### src/rtl/lgge_pkg.sv
package lgge_pkg;

  // Grid geometry
  localparam int GRID_SIZE = 256;
  localparam int ROW_W     = (GRID_SIZE > 1) ? $clog2(GRID_SIZE) : 1;
  localparam int COORD_W   = 8;
  localparam int COORD_N   = 1 << COORD_W;
  localparam int NB_W      = 4;

  // Life rule thresholds
  localparam int LIVE_KEEP  = 2;
  localparam int LIVE_BIRTH = 3;

  typedef logic [GRID_SIZE-1:0] row_t;
  typedef logic [ROW_W-1:0]     idx_t;
  typedef logic [NB_W-1:0]      nb_cnt_t;

  typedef enum logic [1:0] {
    ACT_WRITE = 2'd0,
    ACT_STEP  = 2'd1,
    ACT_READ  = 2'd2,
    ACT_NONE  = 2'd3
  } action_t;

  // Coordinate wrap table, built at elaboration
  typedef idx_t wrap_tab_t [COORD_N];

  function automatic wrap_tab_t build_wrap();
    wrap_tab_t t;
    for (int i = 0; i < COORD_N; i++) begin
      t[i] = idx_t'(i % GRID_SIZE);
    end
    return t;
  endfunction

  localparam wrap_tab_t WRAP_TAB = build_wrap();

endpackage

### src/rtl/lgge_row_update.sv
module lgge_row_update (
  input  lgge_pkg::row_t prev_row,
  input  lgge_pkg::row_t cur_row,
  input  lgge_pkg::row_t next_row,
  output lgge_pkg::row_t new_row
);

  // One lane per column, neighbors wrap around the row ends
  for (genvar c = 0; c < lgge_pkg::GRID_SIZE; c++) begin : g_lane
    localparam int L = (c + lgge_pkg::GRID_SIZE - 1) % lgge_pkg::GRID_SIZE;
    localparam int R = (c + 1) % lgge_pkg::GRID_SIZE;
    lgge_pkg::nb_cnt_t nb;

    always_comb begin
      nb = lgge_pkg::nb_cnt_t'(prev_row[L]) + lgge_pkg::nb_cnt_t'(prev_row[c])
         + lgge_pkg::nb_cnt_t'(prev_row[R]) + lgge_pkg::nb_cnt_t'(cur_row[L])
         + lgge_pkg::nb_cnt_t'(cur_row[R])  + lgge_pkg::nb_cnt_t'(next_row[L])
         + lgge_pkg::nb_cnt_t'(next_row[c]) + lgge_pkg::nb_cnt_t'(next_row[R]);
      new_row[c] = (nb == lgge_pkg::nb_cnt_t'(lgge_pkg::LIVE_BIRTH))
                 | (cur_row[c] & (nb == lgge_pkg::nb_cnt_t'(lgge_pkg::LIVE_KEEP)));
    end
  end

endmodule

### config.mk
export PLATFORM = sky130hd
export DESIGN_NAME = lgge_row_update
export DESIGN_NICKNAME = d
export VERILOG_FILES = /design/src/rtl/lgge_pkg.sv /design/src/rtl/lgge_row_update.sv
export SDC_FILE = /design/constraint.sdc
export NUM_CORES = 2
export LEC_CHECK = 0
export BUFFER_PORTS_ARGS = -buffer_cell sky130_fd_sc_hd__buf_2
export CORE_AREA = 2 2 401 403
export DETAILED_ROUTE_END_ITERATION = 8
export DIE_AREA = 0 0 403 405
export PLACE_DENSITY = 0.44
export SLEW_MARGIN = 0
export SYNTH_ARGS = -nofsm -noshare
export SYNTH_HDL_FRONTEND = slang
export SYNTH_SLANG_ARGS = --single-unit
### constraint.sdc
create_clock -name vclk -period 3.1
set_clock_uncertainty 0.2 [all_clocks]
set_input_delay 0 -clock vclk [all_inputs]
set_output_delay 0 -clock vclk [all_outputs]
set_load 0.05 [all_outputs]
Word level (Yosys, flattened, before mapping)
Cells that the tools add are included.
- word-level logic and storage cells: 2816
- bits in read-only memories: 0
- register bits: 0
- memories kept: 0
- memory bits (writable): 0
- bits in latches: 0
- output and inout port bits: 256
- mux-type cells: 0
- eq/ne operators: 512
- shift-type cells: 0
- bitwise gates (word level): 512
- $lt $le $gt $ge: 0
- reduce and logical (&&, ||, !) cells: 0
- multipliers: 0
- add/sub/neg operators: 1792
- div/mod/pow operators: 0
- operators with widths (operator ; count):
    $add 4x1->4 ; 1024
    $eq 4x2->1 const B ; 512
    $add 3x1->4 ; 256
    $add 2x1->3 ; 256
    $add 1x1->2 ; 256
    $and 1x1->1 ; 256
    $or 1x1->1 ; 256

Logic depth before layout (Yosys ltp)
- word-level depth: 10
- gate-level depth with buffers: 9
- depth with buffers taken out: 9

Worst setup path after synthesis
OpenSTA, ideal clock, no wires.
- kind: in2out
- start point: input port prev_row[0]
- end point: output port new_row[255]
- buffers on the path: 0
- slack: -242 ps
- arrival: 3142 ps
- stages: 9
- path through: inv_1 > fa_1 > fa_1 > fa_1 > inv_1 > ha_1 > fa_1 > or2_0 > a21oi_1
- longest elaborated chain between the ends: 9
- ends and longest elaborated chain (element ; RTL line ; RTL):
    start, declared ; lgge_row_update.sv:2 ; input lgge_pkg::row_t prev_row,
    $add 2x1->3 (*) ; lgge_row_update.sv:16 ; + lgge_pkg::nb_cnt_t'(prev_row[R]) + lgge_pkg::nb_cnt_t'(cur_row[L])
    $add 3x1->4 (*) ; lgge_row_update.sv:16 ;
    $add 4x1->4 (*) (2 in series) ; lgge_row_update.sv:17 ; + lgge_pkg::nb_cnt_t'(cur_row[R]) + lgge_pkg::nb_cnt_t'(next_row[L])
    $add 4x1->4 (*) (2 in series) ; lgge_row_update.sv:18 ; + lgge_pkg::nb_cnt_t'(next_row[c]) + lgge_pkg::nb_cnt_t'(next_row[R]);
    $eq 4x2->1 ; lgge_row_update.sv:20 ; | (cur_row[c] & (nb == lgge_pkg::nb_cnt_t'(lgge_pkg::LIVE_KEEP)));
    $and 1x1->1 ; lgge_row_update.sv:20 ;
    $or 1x1->1 (*) ; lgge_row_update.sv:20 ;
    end, declared ; lgge_row_update.sv:5 ; output lgge_pkg::row_t new_row
Mark *: on every way between the ends. The rest lies on a longest branch, timed or not.

Worst setup path in the final report
- start point: input port prev_row[2]
- end point: output port new_row[3]
- longest elaborated chain between the ends: 10
- ends and longest elaborated chain (element ; RTL line ; RTL):
    $add 1x1->2 (*) ; lgge_row_update.sv:15 ; nb = lgge_pkg::nb_cnt_t'(prev_row[L]) + lgge_pkg::nb_cnt_t'(prev_row[c])
    $add 2x1->3 (*) ; lgge_row_update.sv:16 ;
    $add 3x1->4 (*) ; lgge_row_update.sv:16 ;
    $add 4x1->4 (*) (2 in series) ; lgge_row_update.sv:17 ;
    $add 4x1->4 (*) (2 in series) ; lgge_row_update.sv:18 ;
    $eq 4x2->1 ; lgge_row_update.sv:20 ;
    $and 1x1->1 ; lgge_row_update.sv:20 ;
    $or 1x1->1 (*) ; lgge_row_update.sv:20 ;
Marked as above.

==> results.cfg <==
[run_status]
status = finished with violations
violations = setup timing

[hold_path]
hp-start = cur_row[144]
hold_depth = 4
whs_endpoint = new_row[144]
worstHoldPathType = primary input to output port

[grt]
globalRouteTotalUtil_pct = 19.0
grt_max_degree = 4
grt_pass1_vias = 39800
grt_pass1_wl_mm = 236
overflow = 0
use_met2_pct = 34.0
gr-max-usage-layer = met2
grt_use_met1_pct = 22.7
antenna_found_initial = 128
grt_util_met3_pct = 5.40

[synthesis]
ys_seq_area_share_pct = 0
postSynthCellCount = 4863
synth.area.top_cells = fa_1 47%, ha_1 22%, inv_1 15%
syn_avg_cell_area_um2 = 8.96
synth_top_area_share_pct = 47.1
synth_nets = 7423
yosysTopAreaCell = fa_1
yosysWarnings = 0
synth_common_cells = 1,791 x inv_1, 1,024 x fa_1, 768 x ha_1
mappedNetlistArea_um2 = 43600
synth_cell_types = 8
yosys.cell_count.top_type = inv_1

[power_and_ir_drop]
netSwitchingPower_mw = 16.3
power_mw = 28.8
irDropWorstVdd_v = 0.000396
clkPwrFrac_pct = 0
pwr-share-comb_pct = 100.0
power.density_nw_per_um2 = 462
power.leakage_nw = 31.9
switching_share_pct = 56.7
internal_power_mw = 12.5
p_seq_share_pct = 0

[floorplanning]
die_x_um = 403
die_area_um2 = 163000
core_um2 = 159000
initial_core_util_pct = 27.3
ioPinCount = 1024
die_y_um = 405
num_rows = 147

[drt]
drt-total-wl_mm = 155
wl_per_cell_um = 18.3
initialDrtViolationCount = 1077
vias = 36700
antenna_left = 0
drc_errors = 0
drtPass1Iterations = 4
via_per_inst = 4.32

[sta]
fin_ws_ns = -0.160
setup_violations = 4
fin_setup_tns_ns = -0.372
timing.fmax_ghz = 0.307
drv_slew = 0
slew_headroom_pct = 70.2
fin_crit_ns = 3.26
fin_crit_sh_pct = 105
worstMarginPinSlew_ns = 0.446
rsz0062_at_grt = true
hold_violations = 0

[flow_run]
cap_violations = 0

[cells_and_area]
drive_above_1_share_pct = 42.5
seq_cells = 0
finalInstanceArea_um2 = 62400
seqCellArea_um2 = 0
syn_to_final_growth_pct = 43.2
fin_nets = 8929
clkbuf_count = 0
fill_cells = 16300
final_cells = 8490

[setup_path]
crit_fanout = 2
slowest_stage = fa_2
cp.required_ns = 2.90
cp_common_cell = fa_1
path_cells = buf_8 > clkinvlp_4 > buf_12 > fa_1 > fa_1 > fa_1 > inv_1 > ha_2 > fa_2 > o21ai_2 > a21oi_4 > buf_12
slowest_delay_ns = 0.53
end_kind = output port
cp.arrival_ns = 3.06
startpoint_type = primary input
path_class = primary input to output port

[placement]
portBuffers = 1024
detailed_place.area_um2 = 57600
gp_congestion = 0.922
place_inst = 8398
hpwl_mm = 150
## routing by layer
metal  part of all wire [%]  wire, um
met5                   0.42       645
met4                    2.5      3830
met3                    7.3     11300
met2                     50     77700
met1                     40     61900
## worst max path at each step
| stage | from | end | depth (start not counted) |
|---|---|---|---|
| 2_1_floorplan | prev_row[1] | new_row[2] | 9 |
| 3_3_place_gp | prev_row[2] | new_row[2] | 12 |
| 3_5_place_dp | prev_row[2] | new_row[2] | 12 |
| 4_1_cts | prev_row[2] | new_row[3] | 11 |
| 5_1_grt | prev_row[2] | new_row[2] | 12 |
| 6_report | prev_row[2] | new_row[3] | 12 |
## layout by cell type, fill, tap and decap left out, types with 2 or more instances in the layout
master and instances:
a21oi_1 256, a21oi_2 240, a21oi_4 16, buf_12 146, buf_2 598, buf_4 501, buf_6 203, buf_8 55
clkinvlp_4 2, diode_2 37, fa_1 787, fa_2 237, ha_1 549, ha_2 172, ha_4 47, inv_1 1369
inv_2 304, inv_4 88, inv_6 26, inv_8 2, nand3_1 256, o21ai_0 61, o21ai_1 140, o21ai_2 55
or2_0 30, or2_1 215, or2_4 11
## logic make-up after synthesis
| logic type | after synthesis | share of synthesized area, % |
|---|---|---|
| compound gates | 768 | 8.82 |
| fa+ha+maj | 1792 | 69.1 |
| buf+inv | 1791 | 15.4 |
| simple gates | 512 | 6.62 |
## stage by stage
stage          utilization [%]  hold WS [ns]  setup WS, ns
2_1_floorplan                -        0.0874        0.0380
3_3_place_gp              36.1         0.292        -0.319
3_5_place_dp              36.1         0.286        -0.299
4_1_cts                   37.3         0.225        -0.163
5_1_grt                   39.1         0.231        -0.246
6_report                  39.1         0.206        -0.160
## final cells by class
| class | instances | area [um2] | area share (%) |
|---|---|---|---|
| timing repair buffer | 1504 | 12800 | 20.5 |
| multi-input combinational | 3072 | 39800 | 63.8 |
| inverter | 1791 | 7100 | 11.4 |
| antenna | 37 | 92.6 | 0.148 |
| tap | 2086 | 2610 | 4.19 |
## repair_timing
| item | CTS | global route |
|---|---|---|
| pin swaps | 381 | 700 |
| hold buffers | 0 | 0 |
| setup endpoints to repair | 226 | 256 |
| hold endpoints to repair | 0 | 0 |
| gates resized for setup | 825 | 1137 |
| buffers inserted | 10 | 53 |
## critical path, delay by kind of cell
kind            cells  cell delay (ns)
fa+ha+maj           5             2.18
buf+inv             5             0.63
compound gates      2             0.24
## power by group through the flow
stage	Combinational (mW)	Clock, mW	Sequential (mW)
3_3_place_gp	25.3	0	0
4_1_cts	27.3	0	0
2_1_floorplan	16.7	0	0
6_report	28.8	0.00000161	0
3_5_place_dp	25.8	0	0
5_1_grt	32.1	0.000000822	0
(Power assumes the default switching activity.)
