[src/rtl/lgge_ram.sv]
module lgge_ram #(
  parameter int WIDTH = 8,
  parameter int DEPTH = 16
) (
  input  logic                                     clk,
  input  logic                                     wr_en,
  input  logic [((DEPTH > 1) ? $clog2(DEPTH) : 1)-1:0] wr_addr,
  input  logic [WIDTH-1:0]                         wr_data,
  input  logic                                     rd_en,
  input  logic [((DEPTH > 1) ? $clog2(DEPTH) : 1)-1:0] rd_addr,
  output logic [WIDTH-1:0]                         rd_data
);

  logic [WIDTH-1:0] mem [DEPTH];

  // Write one entry, read one entry with registered data
  always_ff @(posedge clk) begin
    if (wr_en) begin
      mem[wr_addr] <= wr_data;
    end
    if (rd_en) begin
      rd_data <= mem[rd_addr];
    end
  end

endmodule

[config.mk]
export PLATFORM = sky130hd
export DESIGN_NAME = lgge_ram
export DESIGN_NICKNAME = d
export VERILOG_FILES = /design/src/rtl/lgge_ram.sv
export SDC_FILE = /design/constraint.sdc
export NUM_CORES = 1
export LEC_CHECK = 0
export ABC_CLOCK_PERIOD_IN_PS = 4100
export BUFFER_PORTS_ARGS = -buffer_cell sky130_fd_sc_hd__buf_2
export CAP_MARGIN = 20
export CORE_MARGIN = 1.5
export CORE_UTILIZATION = 60
export DETAILED_ROUTE_END_ITERATION = 6
export PLACE_DENSITY = 0.89
export SETUP_SLACK_MARGIN = 0.1
export SLEW_MARGIN = 20
export SYNTH_ARGS = -nofsm -noshare
export SYNTH_HDL_FRONTEND = slang
export SYNTH_SLANG_ARGS = --single-unit
[constraint.sdc]
create_clock -name clk -period 4.1 [get_ports clk]
set_input_delay 0.82 -clock clk [delete_from_list [all_inputs] [get_ports clk]]
set_output_delay 0.82 -clock clk [all_outputs]
set_load 0.02 [all_outputs]
Word level (Yosys, flattened, before mapping):

Memory sizes are Yosys's and may differ from the RTL's. A register that Yosys moved wholly into a read port is not among the register bits.
Index checks and enable logic that the tools add are counted.
W data, S select, Z words.

* flip-flop bits (word level): 0
* RAM bits: 128
* input port bits: 19
* output and inout port bits: 8
* word-level logic and storage cells: 3
* memories: 1

Memories
* mem: depth 16, bits a word 8, read ports 1, clocked after memory_dff 1, wr ports 1, RTL line 14 `logic [WIDTH-1:0] mem [DEPTH];`

* muxes and demuxes: 2

Operator list (number)
* $mux W1: 2

Longest topological paths before layout:

Gate-level depths: netlist (run 1).

* depth in word-level cells: 2
* gate-level depth with buffers: 5
* gate-level depth less buffers: 3

Worst setup path before layout (run 1):

OpenSTA, ideal clock, no wires.

* path kind: in2reg
* start: in wr_addr[2] (netlist name)
* end: mem mem[0][0], enable pin
* library setup time: 383 ps
* data arrival time: 1930 ps
* required time: 3717 ps
* path slack: 1787 ps
* stages: 2
* path buffers: 0
* cell sequence: or3b_2 > nor3_1

RTL lines
* start: declaration: RTL line 7 `input logic [((DEPTH > 1) ? $clog2(DEPTH) : 1)-1:0] wr_addr,`
* end: declaration: RTL line 14

No word-level cell before the write port.

==> results.md, run 1 <==
- The proportion of synthesized chip area in sequential cells is 0.7812.
- The path type of the worst setup path is in -> reg.
- Across the run, the number of max-cap violations was 0.
- The average wire length per cell after detail routing is 26.25 um.
- Data arrives at the worst endpoint at 2.67 ns.
- The proportion of layout cells with a drive suffix above 1 is 0.2929.
- The number of hold violations in the final report is 0.
- The residual DRC count is 0.
- The floorplan step defined a core boundary enclosing 8341 um^2.
- The mean post-synth cell area is 22.83 um^2.
- After global routing the overflow that remains totals 0.
- The number of storage elements in the synthesis netlist is 136.
- The total placed instance area is 5428 um^2.
- The deepest level of the CTS H-tree is 4.
- The max-slew violation count is 0.
- The analysis attributes to cell leakage a power of 2.009 nW.
- Setup repair after global routing left no endpoint under its margin.
- The count of clock tree sinks is 136.
- The initial utilization of the core area, before any placement, comes to 0.6268.
- The overall die height is 96.34 um.
- Prior to clock tree synthesis, the placed netlist has a worst setup slack of 1.146 ns.
- The final route contains 2521 vias.
- The horizontal extent of the die is 96.34 um.
- The flow ran to the end, and the final reports show no timing, DRC or antenna violations.
- Measured on the finished design, the core utilization comes to 0.7231.
- After routing, the total negative slack on setup checks comes to 0 ns.
- The number of cells upsized or downsized after cts is 0.
- Synthesis produced a netlist whose cell count is 229.
- The initial antenna violation count is 0.
- Along the worst path, the maximum fanout reaches 32.
- Between clock sinks in the finished design, the worst skew comes to 0.008711 ns.
- The net count after synthesis is 248.
- The share of synthesized area in the top cell type comes to 0.7812.
- The maximum vdd ir drop is 0.0003647 V.
- The clock latency at the later pin of the worst-skew pair is 0.51 ns.
- The detailed router finished its first iteration with 255 violations.
- The shortest clock period the worst path allows after layout is 2.409 ns.
- The synthesized area is 5228 um^2.
- In this run the remaining antenna-violating nets after routing total 0.
- The post-route worst setup slack is 1.691 ns.
- The final instance area is 6031 um^2.
- The power density over the cells is 531.5 nW/um^2.
- The kind of end point of the critical path is a flip-flop.
- The layout overhead on the synthesized area is 15.37%.
- The hold buffer count at cts is 0.
- The total of warnings raised by yosys is 0.
- The CTS tree is yes.
- The total number of placement rows is 33.
- The min-delay analysis places its worst path in the category in -> reg.
- Entering global routing, the biggest net connects 33 pins.
- After synthesis, the cell types taking the most area are sky130_fd_sc_hd__edfxtp_1, sky130_fd_sc_hd__mux4_2, sky130_fd_sc_hd__mux4_1.
- The number of global-route vias before repair is 2491.
- The number of iterations in the first detailed-routing pass is 5.
- The measured slew at the worst slew-check pin is 1.165 ns.
- The root buffer cell chosen for the clock tree is sky130_fd_sc_hd__clkbuf_8.
- The cell count after placement is 352.
- The number of diodes added for antenna fixing is 0.
- The first-pass GRT wire length is 14940 um.
- In the routed layout, each cell is associated on average with a via count of 6.548.
- Port buffering added 26 buffers.
- The final layout contains 286 nets.
- Data on the critical path is required at its endpoint by 4.36 ns.
- After the flow finishes, the layout carries non-filler instances totaling 385.
- The total half-perimeter wirelength after legalization and detailed placement is 6006 um.
- The worst hold margin is 0.6718 ns.
- The power consumption is 3.205 mW.
- The highest attainable clock frequency is 415.1 MHz.
- The final worst-path cycle share is 0.5876.
- STA classifies the critical path startpoint as a primary input.
- During I/O placement, the number of pins put on the boundary was 27.
- The final weighted congestion of routability-driven global placement is 0.7058.
- The relative slew slack is 0.2204.
- The final setup violation count is 0.
- sky130_fd_sc_hd__edfxtp_1 takes more of the synthesized area than any other cell.
- The netlist uses 18 different library cells.
- The die outline area is 9281 um^2.
- Counting along the longest clock path gives a buffer depth of 2.
- The number of clock buffers added by TritonCTS is 17.
- The number of post-CTS setup repair buffers is 0.
- For this run, the total global-route usage over all layers was measured as 0.2457.
- Summed over all layers, the routed wires come to 10110 um.
- Clock-pin slew was measured on the worst setup and hold paths at 0.06 ns.
==> final timing paths <==
check / startpoint / to / slack, ns / cells after the start
setup reg to reg: mem[5][2] / rd_data[2] / 2.58 / 3
setup / recovery: rd_addr[0] / rd_data[0] / 1.69 / 4
hold / removal: rd_en / rd_data[1] / 0.67 / 1
hold reg to reg: mem[15][6] / rd_data[6] / 0.76 / 3
==> state kept, by name, indices dropped and copies added (netlist names) <==
name and flops:
rd_data 8, mem 128
==> cells in the mapped netlist <==
cell / count
sky130_fd_sc_hd__and2_1: 1
sky130_fd_sc_hd__buf_4: 1
sky130_fd_sc_hd__nor2_1: 13
sky130_fd_sc_hd__a22oi_1: 16
sky130_fd_sc_hd__mux4_2: 18
sky130_fd_sc_hd__nor2b_1: 1
sky130_fd_sc_hd__and2b_1: 1
sky130_fd_sc_hd__or3b_2: 1
sky130_fd_sc_hd__nand3_1: 1
sky130_fd_sc_hd__edfxtp_1: 136
sky130_fd_sc_hd__nand2b_1: 2
sky130_fd_sc_hd__nand3b_1: 2
sky130_fd_sc_hd__buf_2: 3
sky130_fd_sc_hd__mux4_1: 14
sky130_fd_sc_hd__nor3_1: 4
sky130_fd_sc_hd__buf_6: 3
sky130_fd_sc_hd__nand2_1: 9
sky130_fd_sc_hd__clkdlybuf4s25_2: 3
==> placed cells by master, fill, tap and decap left out <==
cell                         netlist  routed
sky130_fd_sc_hd__or3b_2            1       1
sky130_fd_sc_hd__nand2_1           9       9
sky130_fd_sc_hd__nor3_2            0       2
sky130_fd_sc_hd__mux4_2           18      18
sky130_fd_sc_hd__edfxtp_1        136     136
sky130_fd_sc_hd__clkbuf_8          0       1
sky130_fd_sc_hd__a22oi_1          16      16
sky130_fd_sc_hd__mux4_1           14      14
sky130_fd_sc_hd__clkinv_2          0       2
sky130_fd_sc_hd__buf_2             3      26
sky130_fd_sc_hd__and2b_1           1       1
sky130_fd_sc_hd__and2_1            1       1
sky130_fd_sc_hd__clkbuf_16         0      16
sky130_fd_sc_hd__bufinv_16         0       3
sky130_fd_sc_hd__nor2b_1           1       1
sky130_fd_sc_hd__nand3b_1          2       2
sky130_fd_sc_hd__nor3_1            4       2
sky130_fd_sc_hd__buf_4             1       3
sky130_fd_sc_hd__nor2_1           13      12
sky130_fd_sc_hd__nor2_2            0       1
sky130_fd_sc_hd__nand3_1           1       1
sky130_fd_sc_hd__clkinvlp_4        0       3
sky130_fd_sc_hd__clkinv_4          0       4
sky130_fd_sc_hd__clkbuf_1          0       1
sky130_fd_sc_hd__nand2b_1          2       2
sky130_fd_sc_hd__inv_6             0       2
==> cells by family after synthesis <==
kind of cell	synth area share
buf+inv	0.01651
compound gates	0.02298
flops	0.7812
simple gates	0.03136
mux	0.1479
==> layer usage <==
metal,global-route usage,vias to the layer above,routed length [um]
met5,0,-,0
met4,0.09058,0,180
met3,0.06872,18,835
met2,0.3885,152,5009
met1,0.3318,1289,4080
li1,-,1062,-
==> critical path, cell delays in order <==
cell,delay (ns)
sky130_fd_sc_hd__buf_2,0.77
sky130_fd_sc_hd__mux4_1,0.68
sky130_fd_sc_hd__a22oi_1,0.29
sky130_fd_sc_hd__nand2_1,0.09
==> power by group <==
part | internal [mW] | leakage, nW | total [mW] | switching [mW]
registers | 1.57 | 1.24 | 1.58 | 0.00915
logic | 0.0547 | 0.491 | 0.142 | 0.0870
clock network | 0.930 | 0.282 | 1.49 | 0.557
==> final cells by class <==
class | count | area [um^2]
fill | 447 | 2310
tap | 105 | 131.4
clock inverter | 14 | 175.2
sequential | 136 | 4084
timing repair buffer | 29 | 152.6
multi-input combinational | 83 | 1070
clock buffer | 18 | 417.9
Note: power is estimated with default switching activity, not from simulation.
==> run 2, diff against run 1 <==
ABC_CLOCK_PERIOD_IN_PS = 2400   (was 4100)
clock period = 2.4 ns   (was 4.1 ns; I/O delays follow)
==> run 2 against run 1 <==
  * Die area did not move
  * Sequential share of layout area is 1.8 points lower
  * Flip-flop and latch count unchanged
  * Global-route usage is 1.6 points higher
  * Combinational power grew 85%
  * Wire length is 7.3% higher
  * Sequential power increased by 70%
  * Core utilization rose by 2.0 points
  * Clock power rose by 82%
  * Register-to-register slack lost 1.8 ns
  * Non-clock buffer count up 17
  * First-iteration DRC count is 4.3% higher
  * Largest cell class unchanged
==> results.md, run 2 (same netlist as run 1, synthesis figures left out) <==
- The count of clock tree sinks is 136 (unchanged).
- The total number of placement rows is 33 (unchanged).
- The highest attainable clock frequency is 607.5 MHz.
- The worst min-delay path class is in -> reg.
- The setup skew after layout is 0.006006 ns (-0.002704 ns).
- The global router's overall resource usage is 0.2618 (+0.01618).
- The initial core utilization is 0.6268 (unchanged).
- The kind of cell with the highest combined delay on the critical path is multiplexers.
- The number of cells upsized or downsized after cts is 0 (unchanged).
- The pre-CTS setup slack is 0.2437 ns (-0.9024 ns).
- Setup repair after global routing left no endpoint under its margin.
- The required time reported for the critical path endpoint is 2.65 ns (-1.71 ns).
- The number of antenna-violating nets in the routed design is 0 (unchanged).
- The number of max-cap violations came to 0 (unchanged).
- The number of clock buffers inserted by TritonCTS was 17 (unchanged).
- The final worst-path cycle share is 0.6858.
- The power density over the cells is 914.4 nW/um^2 (+72%).
- The routed via count is 2610 (+3.5%).
- The worst hold margin is 0.3428 ns (-0.3289 ns).
- The clock-pin slew on the worst setup and hold paths was 0.06 ns (about the same).
- The most frequent standard cell in the layout excluding fill and tap cells is sky130_fd_sc_hd__edfxtp_1.
- The number of hold violations in the final report is 0 (unchanged).
- The number of nets in the layout came to 303 (+5.9%).
- The wire length reported by the detailed router came to 10840 um (+7.3%).
- The final instance area came to 6198 um^2 (+2.8%).
- The clock latency at the later pin of the worst-skew pair came to 0.51 ns (about the same).
- The final setup violation count came to 0 (unchanged).
- The initial antenna violation count is 0 (unchanged).
- The peak per-stage delay on the critical path is 0.59 ns (-0.18 ns).
- The max-slew violation count came to 0 (unchanged).
- The average wire length per cell after detail routing is 27.04 um (+3.0%).
- The type of element launching the critical path is a primary input.
- The final weighted congestion of routability-driven global placement is 0.7028 (-0.43%).
- The flow ran to the end, and the final reports show no timing, DRC or antenna violations.
- In the final layout, the registers with the most flip-flops are mem x128, rd_data x8.
- The reported leakage power came to 2.116 nW (+5.3%).
- The horizontal extent of the die is 96.34 um (unchanged).
- The flip-flop count of the largest register, all copies and words added came to 128 (unchanged).
- The routed design could run at a clock period as short as 1.646 ns.
- The average via count per standard cell is 6.509 (-0.60%).
- The total placed instance area is 5578 um^2 (+2.8%).
- The proportion of layout cells with a drive suffix above 1 is 0.3142 (+0.02133).
- The path type of the worst setup path is in -> reg.
- The global route total overflow came to 0 (unchanged).
- The buffers plus inverters on the worst setup path came to 2 (+1).
- The residual DRC count is 0 (unchanged).
- Walking the worst path, the cells encountered are buf_2 > buf_12 > mux4_1 > a22oi_1 > nand2_1.
- The area of the core region is 8341 um^2 (unchanged).
- The maximum vdd ir drop is 0.0007342 V (+100%).
- The hold buffer count at cts came to 0 (unchanged).
- The number of diodes added for antenna fixing is 0 (unchanged).
- STA classifies the critical path endpoint as a flip-flop.
- Ranked by flip-flop count, first place goes to mem.
- The utilization after layout came to 0.7432 (+0.02010).
- The quantity of I/O buffers inserted on ports is 26 (unchanged).
- The number of iterations in the first detailed-routing pass is 5 (unchanged).
- The post-route worst setup slack was 0.7540 ns (-0.9367 ns).
- The overall die height is 96.34 um (unchanged).
- The deepest level of the CTS H-tree came to 4 (unchanged).
- The worst-case clock buffer depth is 2 (unchanged).
- The I/O pin count is 27 (unchanged).
- The relative slew slack is 0.4356 (+0.2152).
- The first-pass GRT wire length is 15980 um (+7.0%).
- The buffer type at the clock tree root is sky130_fd_sc_hd__clkbuf_8.
- The CTS tree is yes.
- The total half-perimeter wirelength after legalization and detailed placement is 6305 um (+5.0%).
- The final setup TNS is 0 ns (unchanged).
- The highest net fanout along the worst path is 15 (-53%).
- The number of post-CTS setup repair buffers is 0 (unchanged).
- The measured slew at the worst slew-check pin was 0.8448 ns (-0.3202 ns).
- The library cell contributing the largest single delay on the critical path is sky130_fd_sc_hd__mux4_1.
- The count of routing violations after the opening detailed-route iteration came to 266 (+4.3%).
- The number of global-route vias before repair was 2606 (+4.6%).
- The layout overhead on the synthesized area is 18.57%.
- The library cells used most frequently in the layout, excluding fill and tap cells, are sky130_fd_sc_hd__edfxtp_1, sky130_fd_sc_hd__buf_2, sky130_fd_sc_hd__mux4_2, sky130_fd_sc_hd__buf_4.
- The pin count of the biggest net entering global routing came to 20 (-39%).
- The die outline area is 9281 um^2 (unchanged).
- The arrival time of the worst setup path is 1.90 ns (-0.77 ns).
run 2: cell types whose count changed in the layout (fill, tap and decap cells not counted), sizes merged:
cell,change
inv,-2
bufinv,+2
buf,+17
clkbuf,-1
run 2: metal layers:
layer | global-route usage | up-vias | routed length, um
li1 | - | 1099 | -
met1 | 0.3544 | 1345 | 4340
met2 | 0.4149 | 150 | 5450
met3 | 0.07504 | 16 | 893
met4 | 0.08937 | 0 | 161
met5 | 0 | - | 0
run 2: path summary, 6_finish.rpt:
| kind | startpoint | endpoint | slack (ns) | cells past startpoint |
|---|---|---|---|---|
| worst min-delay path | rd_en | rd_data[6] | 0.34 | 1 |
| worst max register to register | mem[3][4] | rd_data[4] | 0.83 | 3 |
| worst min register to register | mem[14][5] | rd_data[5] | 0.76 | 3 |
| worst max-delay path | rd_addr[0] | rd_data[2] | 0.75 | 5 |
run 2: report_power, final:
group | total (mW) | leakage, nW | switching, mW | internal (mW)
Clock | 2.71 | 0.292 | 0.939 | 1.77
Sequential | 2.69 | 1.24 | 0.0152 | 2.68
Combinational | 0.262 | 0.588 | 0.156 | 0.106
run 2: final cells by class:
class / instances / area (um^2)
clock buffers: 17 / 414.1
flip-flops and latches: 136 / 4084
repair buffers: 46 / 305.3
fillers: 425 / 2142
clock inverters: 14 / 206.4
well taps: 105 / 131.4
multi-input cells: 83 / 1057
run 2: metrics by stage:
| step | power, mW | instances |
|---|---|---|
| 2_1_floorplan | 2.886 | 229 |
| 6_report | 5.668 | 401 |
| 3_3_place_gp | 2.980 | 370 |
| 3_5_place_dp | 2.996 | 370 |
| 5_1_grt | 5.818 | 401 |
| 4_1_cts | 5.693 | 401 |
==> run 3, diff against run 2 <==
ABC_CLOCK_PERIOD_IN_PS = 1300   (was 2400)
CORE_UTILIZATION = 54   (was 60)
PLACE_DENSITY = 0.85   (was 0.89)
clock period = 1.3 ns   (was 2.4 ns; I/O delays follow)
==> run 3 against run 2 <==
  * The run now ends with negative setup slack left
  * Power up 75%
  * Via count down 1.5%
  * Clock skew up 0.0019 ns
  * Sequential share of layout area down 3.0 points
  * Worst hold slack worse by 0.23 ns
  * Setup slack worse by 0.95 ns
  * Final area up 4.7%
  * Register-to-register slack worse by 1.0 ns
  * Cell count up 8.5%
  * Combinational power up 120%
  * Sequential power up 85%
  * Largest cell class unchanged
==> results.md, run 3 (same netlist as run 1, synthesis figures left out) <==
- The number of hold violations in the final report is 0 (unchanged).
- The shortest clock period the worst path allows after layout is 1.497 ns.
- The number of max-cap violations was 0 (unchanged).
- STA classifies the critical path endpoint as a flip-flop.
- The met3 capacity usage during global routing was 0.05659 (-0.01845).
- The power density over the cells is 1524 nW/um^2 (+67%).
- The area of the core region was 9328 um^2 (+12%).
- The hold buffer count at cts was 0 (unchanged).
- The proportion of layout cells with a drive suffix above 1 was 0.4412 (+0.1270).
- The total number of placement rows is 35 (+6.1%).
- The global-route met2 utilization is 0.3826 (-0.03236).
- The register-to-register path setup slack is -0.20 ns (-1.03 ns).
- The horizontal extent of the die is 101.4 um (+5.2%).
- The post-route worst setup slack is -0.1974 ns (-0.9515 ns).
- The number of cells on the worst hold path is 1 (unchanged).
- The final setup TNS was -1.250 ns (-1.250 ns).
- The total half-perimeter wirelength after legalization and detailed placement came to 6270 um (-0.56%).
- The type of element launching the critical path is a flip-flop.
- The number of global-route vias before repair is 2696 (+3.5%).
- The routed via count is 2570 (-1.5%).
- TritonCTS built the clock tree.
- The flip-flop count of the largest register, all copies and words added was 128 (unchanged).
- The number of antenna-violating nets in the routed design is 0 (unchanged).
- The relative slew slack is 0.4179 (-0.01777).
- The number of inserted filler cells in the final layout is 535 (+26%).
- The utilization after layout is 0.6959 (-0.04727).
- The overall die height is 101.4 um (+5.2%).
- The number of clock buffers inserted by TritonCTS is 17 (unchanged).
- The first-pass GRT wire length is 16150 um (+1.1%).
- The met1 usage was 0.3012 (-0.05323).
- The arrival time of the worst setup path is 1.76 ns (-0.14 ns).
- The final setup violation count came to 13 (+13).
- The max-slew violation count was 0 (unchanged).
- The worst-case reg-to-reg path depth is 3 (unchanged).
- The maximum vdd ir drop was 0.001301 V (+77%).
- The initial antenna violation count came to 0 (unchanged).
- The global router's overall resource usage is 0.2326 (-0.02924).
- The I/O pin count is 27 (unchanged).
- The checks that failed: negative setup slack.
- The worst reg2reg path endpoint is rd_data[2].
- The die outline area is 10280 um^2 (+11%).
- The path with the worst hold slack has its endpoint at rd_data[0].
- The clock latency at the later pin of the worst-skew pair is 0.52 ns (about the same).
- The deepest level of the CTS H-tree came to 4 (unchanged).
- The most heavily used metal layer in global routing is met2.
- The most frequent standard cell in the layout excluding fill and tap cells is sky130_fd_sc_hd__edfxtp_1.
- The startpoint of the tightest hold check path is rd_en.
- The power consumption is 9.891 mW (+75%).
- The count of clock tree sinks is 136 (unchanged).
- The worst-case clock buffer depth is 2 (unchanged).
- The quantity of I/O buffers inserted on ports is 26 (unchanged).
- The setup skew after layout was 0.007867 ns (+0.001861 ns).
- The flow ran to the end, but the final reports show violations.
- The layout overhead on the synthesized area is 24.17%.
- In the final layout, the registers with the most flip-flops are mem x128, rd_data x8.
- The highest attainable clock frequency is 667.8 MHz.
- The clock-pin slew on the worst setup and hold paths is 0.06 ns (about the same).
- The highest net fanout along the worst path was 1 (-14).
- The count of routing violations after the opening detailed-route iteration is 208 (-22%).
- Ranked by flip-flop count, first place goes to mem.
- The measured slew at the worst slew-check pin is 0.8714 ns (+0.02660 ns).
- Setup repair after global routing could not meet its margin everywhere.
- The required time reported for the critical path endpoint was 1.56 ns (-1.09 ns).
- The reported leakage power is 2.140 nW (+1.1%).
- The number of iterations in the first detailed-routing pass came to 5 (unchanged).
- The initial core utilization was 0.5604 (-0.06633).
- In the finished design, the share of the clock period the worst path needs comes to 1.152.
- The number of nets in the layout was 312 (+3.0%).
- The number of post-CTS setup repair buffers is 0 (unchanged).
- The buffer type at the clock tree root is sky130_fd_sc_hd__clkbuf_8.
- The worst reg2reg path startpoint is mem[2][2].
- The top cell types in the final layout, fill and taps aside, are sky130_fd_sc_hd__edfxtp_1, sky130_fd_sc_hd__mux4_2, sky130_fd_sc_hd__buf_2.
- The number of diodes added for antenna fixing was 0 (unchanged).
- The pin count of the biggest net entering global routing is 27 (+35%).
- The average via count per standard cell is 5.908 (-9.2%).
- The global route total overflow is 0 (unchanged).
- The final weighted congestion of routability-driven global placement is 0.7256 (+3.2%).
- The path type of the worst setup path is reg -> reg.
- The residual DRC count is 0 (unchanged).
- The min-delay analysis places its worst path in the category in -> reg.
- The average wire length per cell after detail routing is 24.31 um (-10%).
- The wire length reported by the detailed router is 10580 um (-2.5%).
## run 3: metal layers
layer	wire length, um	vias to the layer above
met5	0	-
met4	261	0
met3	869	20
met2	5629	133
met1	3817	1318
li1	-	1099
## run 3: stage by stage
stage | hold WS (ns) | setup WS [ns] | std cells | area [um^2]
floorplan | 0.3589 | -0.1604 | 229 | 5291
global placement | 0.6364 | -0.4796 | 403 | 5881
detailed placement | 0.6355 | -0.5030 | 403 | 5881
CTS | 0.09411 | -0.2160 | 435 | 6460
global route | 0.09945 | -0.2376 | 435 | 6491
finish | 0.1133 | -0.1974 | 435 | 6491
## run 3: final cells by class
cell class,instances,area (um^2),share of cell area
clock buffers,18,417.9,0.06438
multi-input cells,83,1104,0.1700
clock inverters,14,126.4,0.01947
repair buffers,55,598.1,0.09214
well taps,129,161.4,0.02487
flip-flops and latches,136,4084,0.6291
## run 3: timing repair
| action | 4_1_cts | 5_1_grt |
|---|---|---|
| endpoints found under the setup margin | 16 | 16 |
| pin swaps | 2 | 2 |
| gates resized for setup | 11 | 10 |
## run 3: worst max-delay path, stage by stage, from the launching register on
cell                       delay [ns]
sky130_fd_sc_hd__edfxtp_1        0.39
sky130_fd_sc_hd__mux4_2          0.52
sky130_fd_sc_hd__a22oi_2         0.23
sky130_fd_sc_hd__nand2_1         0.09
## run 3: worst max path at each step
| stage | startpoint | end | slack [ns] | depth (start not counted) |
|---|---|---|---|---|
| floorplan | rd_addr[0] | rd_data[1] | -0.16 | 5 |
| global placement | rd_addr[0] | rd_data[6] | -0.48 | 5 |
| detailed placement | rd_addr[0] | rd_data[3] | -0.50 | 5 |
| CTS | mem[2][2] | rd_data[2] | -0.22 | 3 |
| global route | mem[1][2] | rd_data[2] | -0.24 | 3 |
| finish | mem[2][2] | rd_data[2] | -0.20 | 3 |
## run 3: where the power goes
group | switching (mW) | total [mW] | internal, mW
registers | 0.0364 | 4.98 | 4.94
clock network | 1.79 | 4.33 | 2.54
logic | 0.312 | 0.583 | 0.271
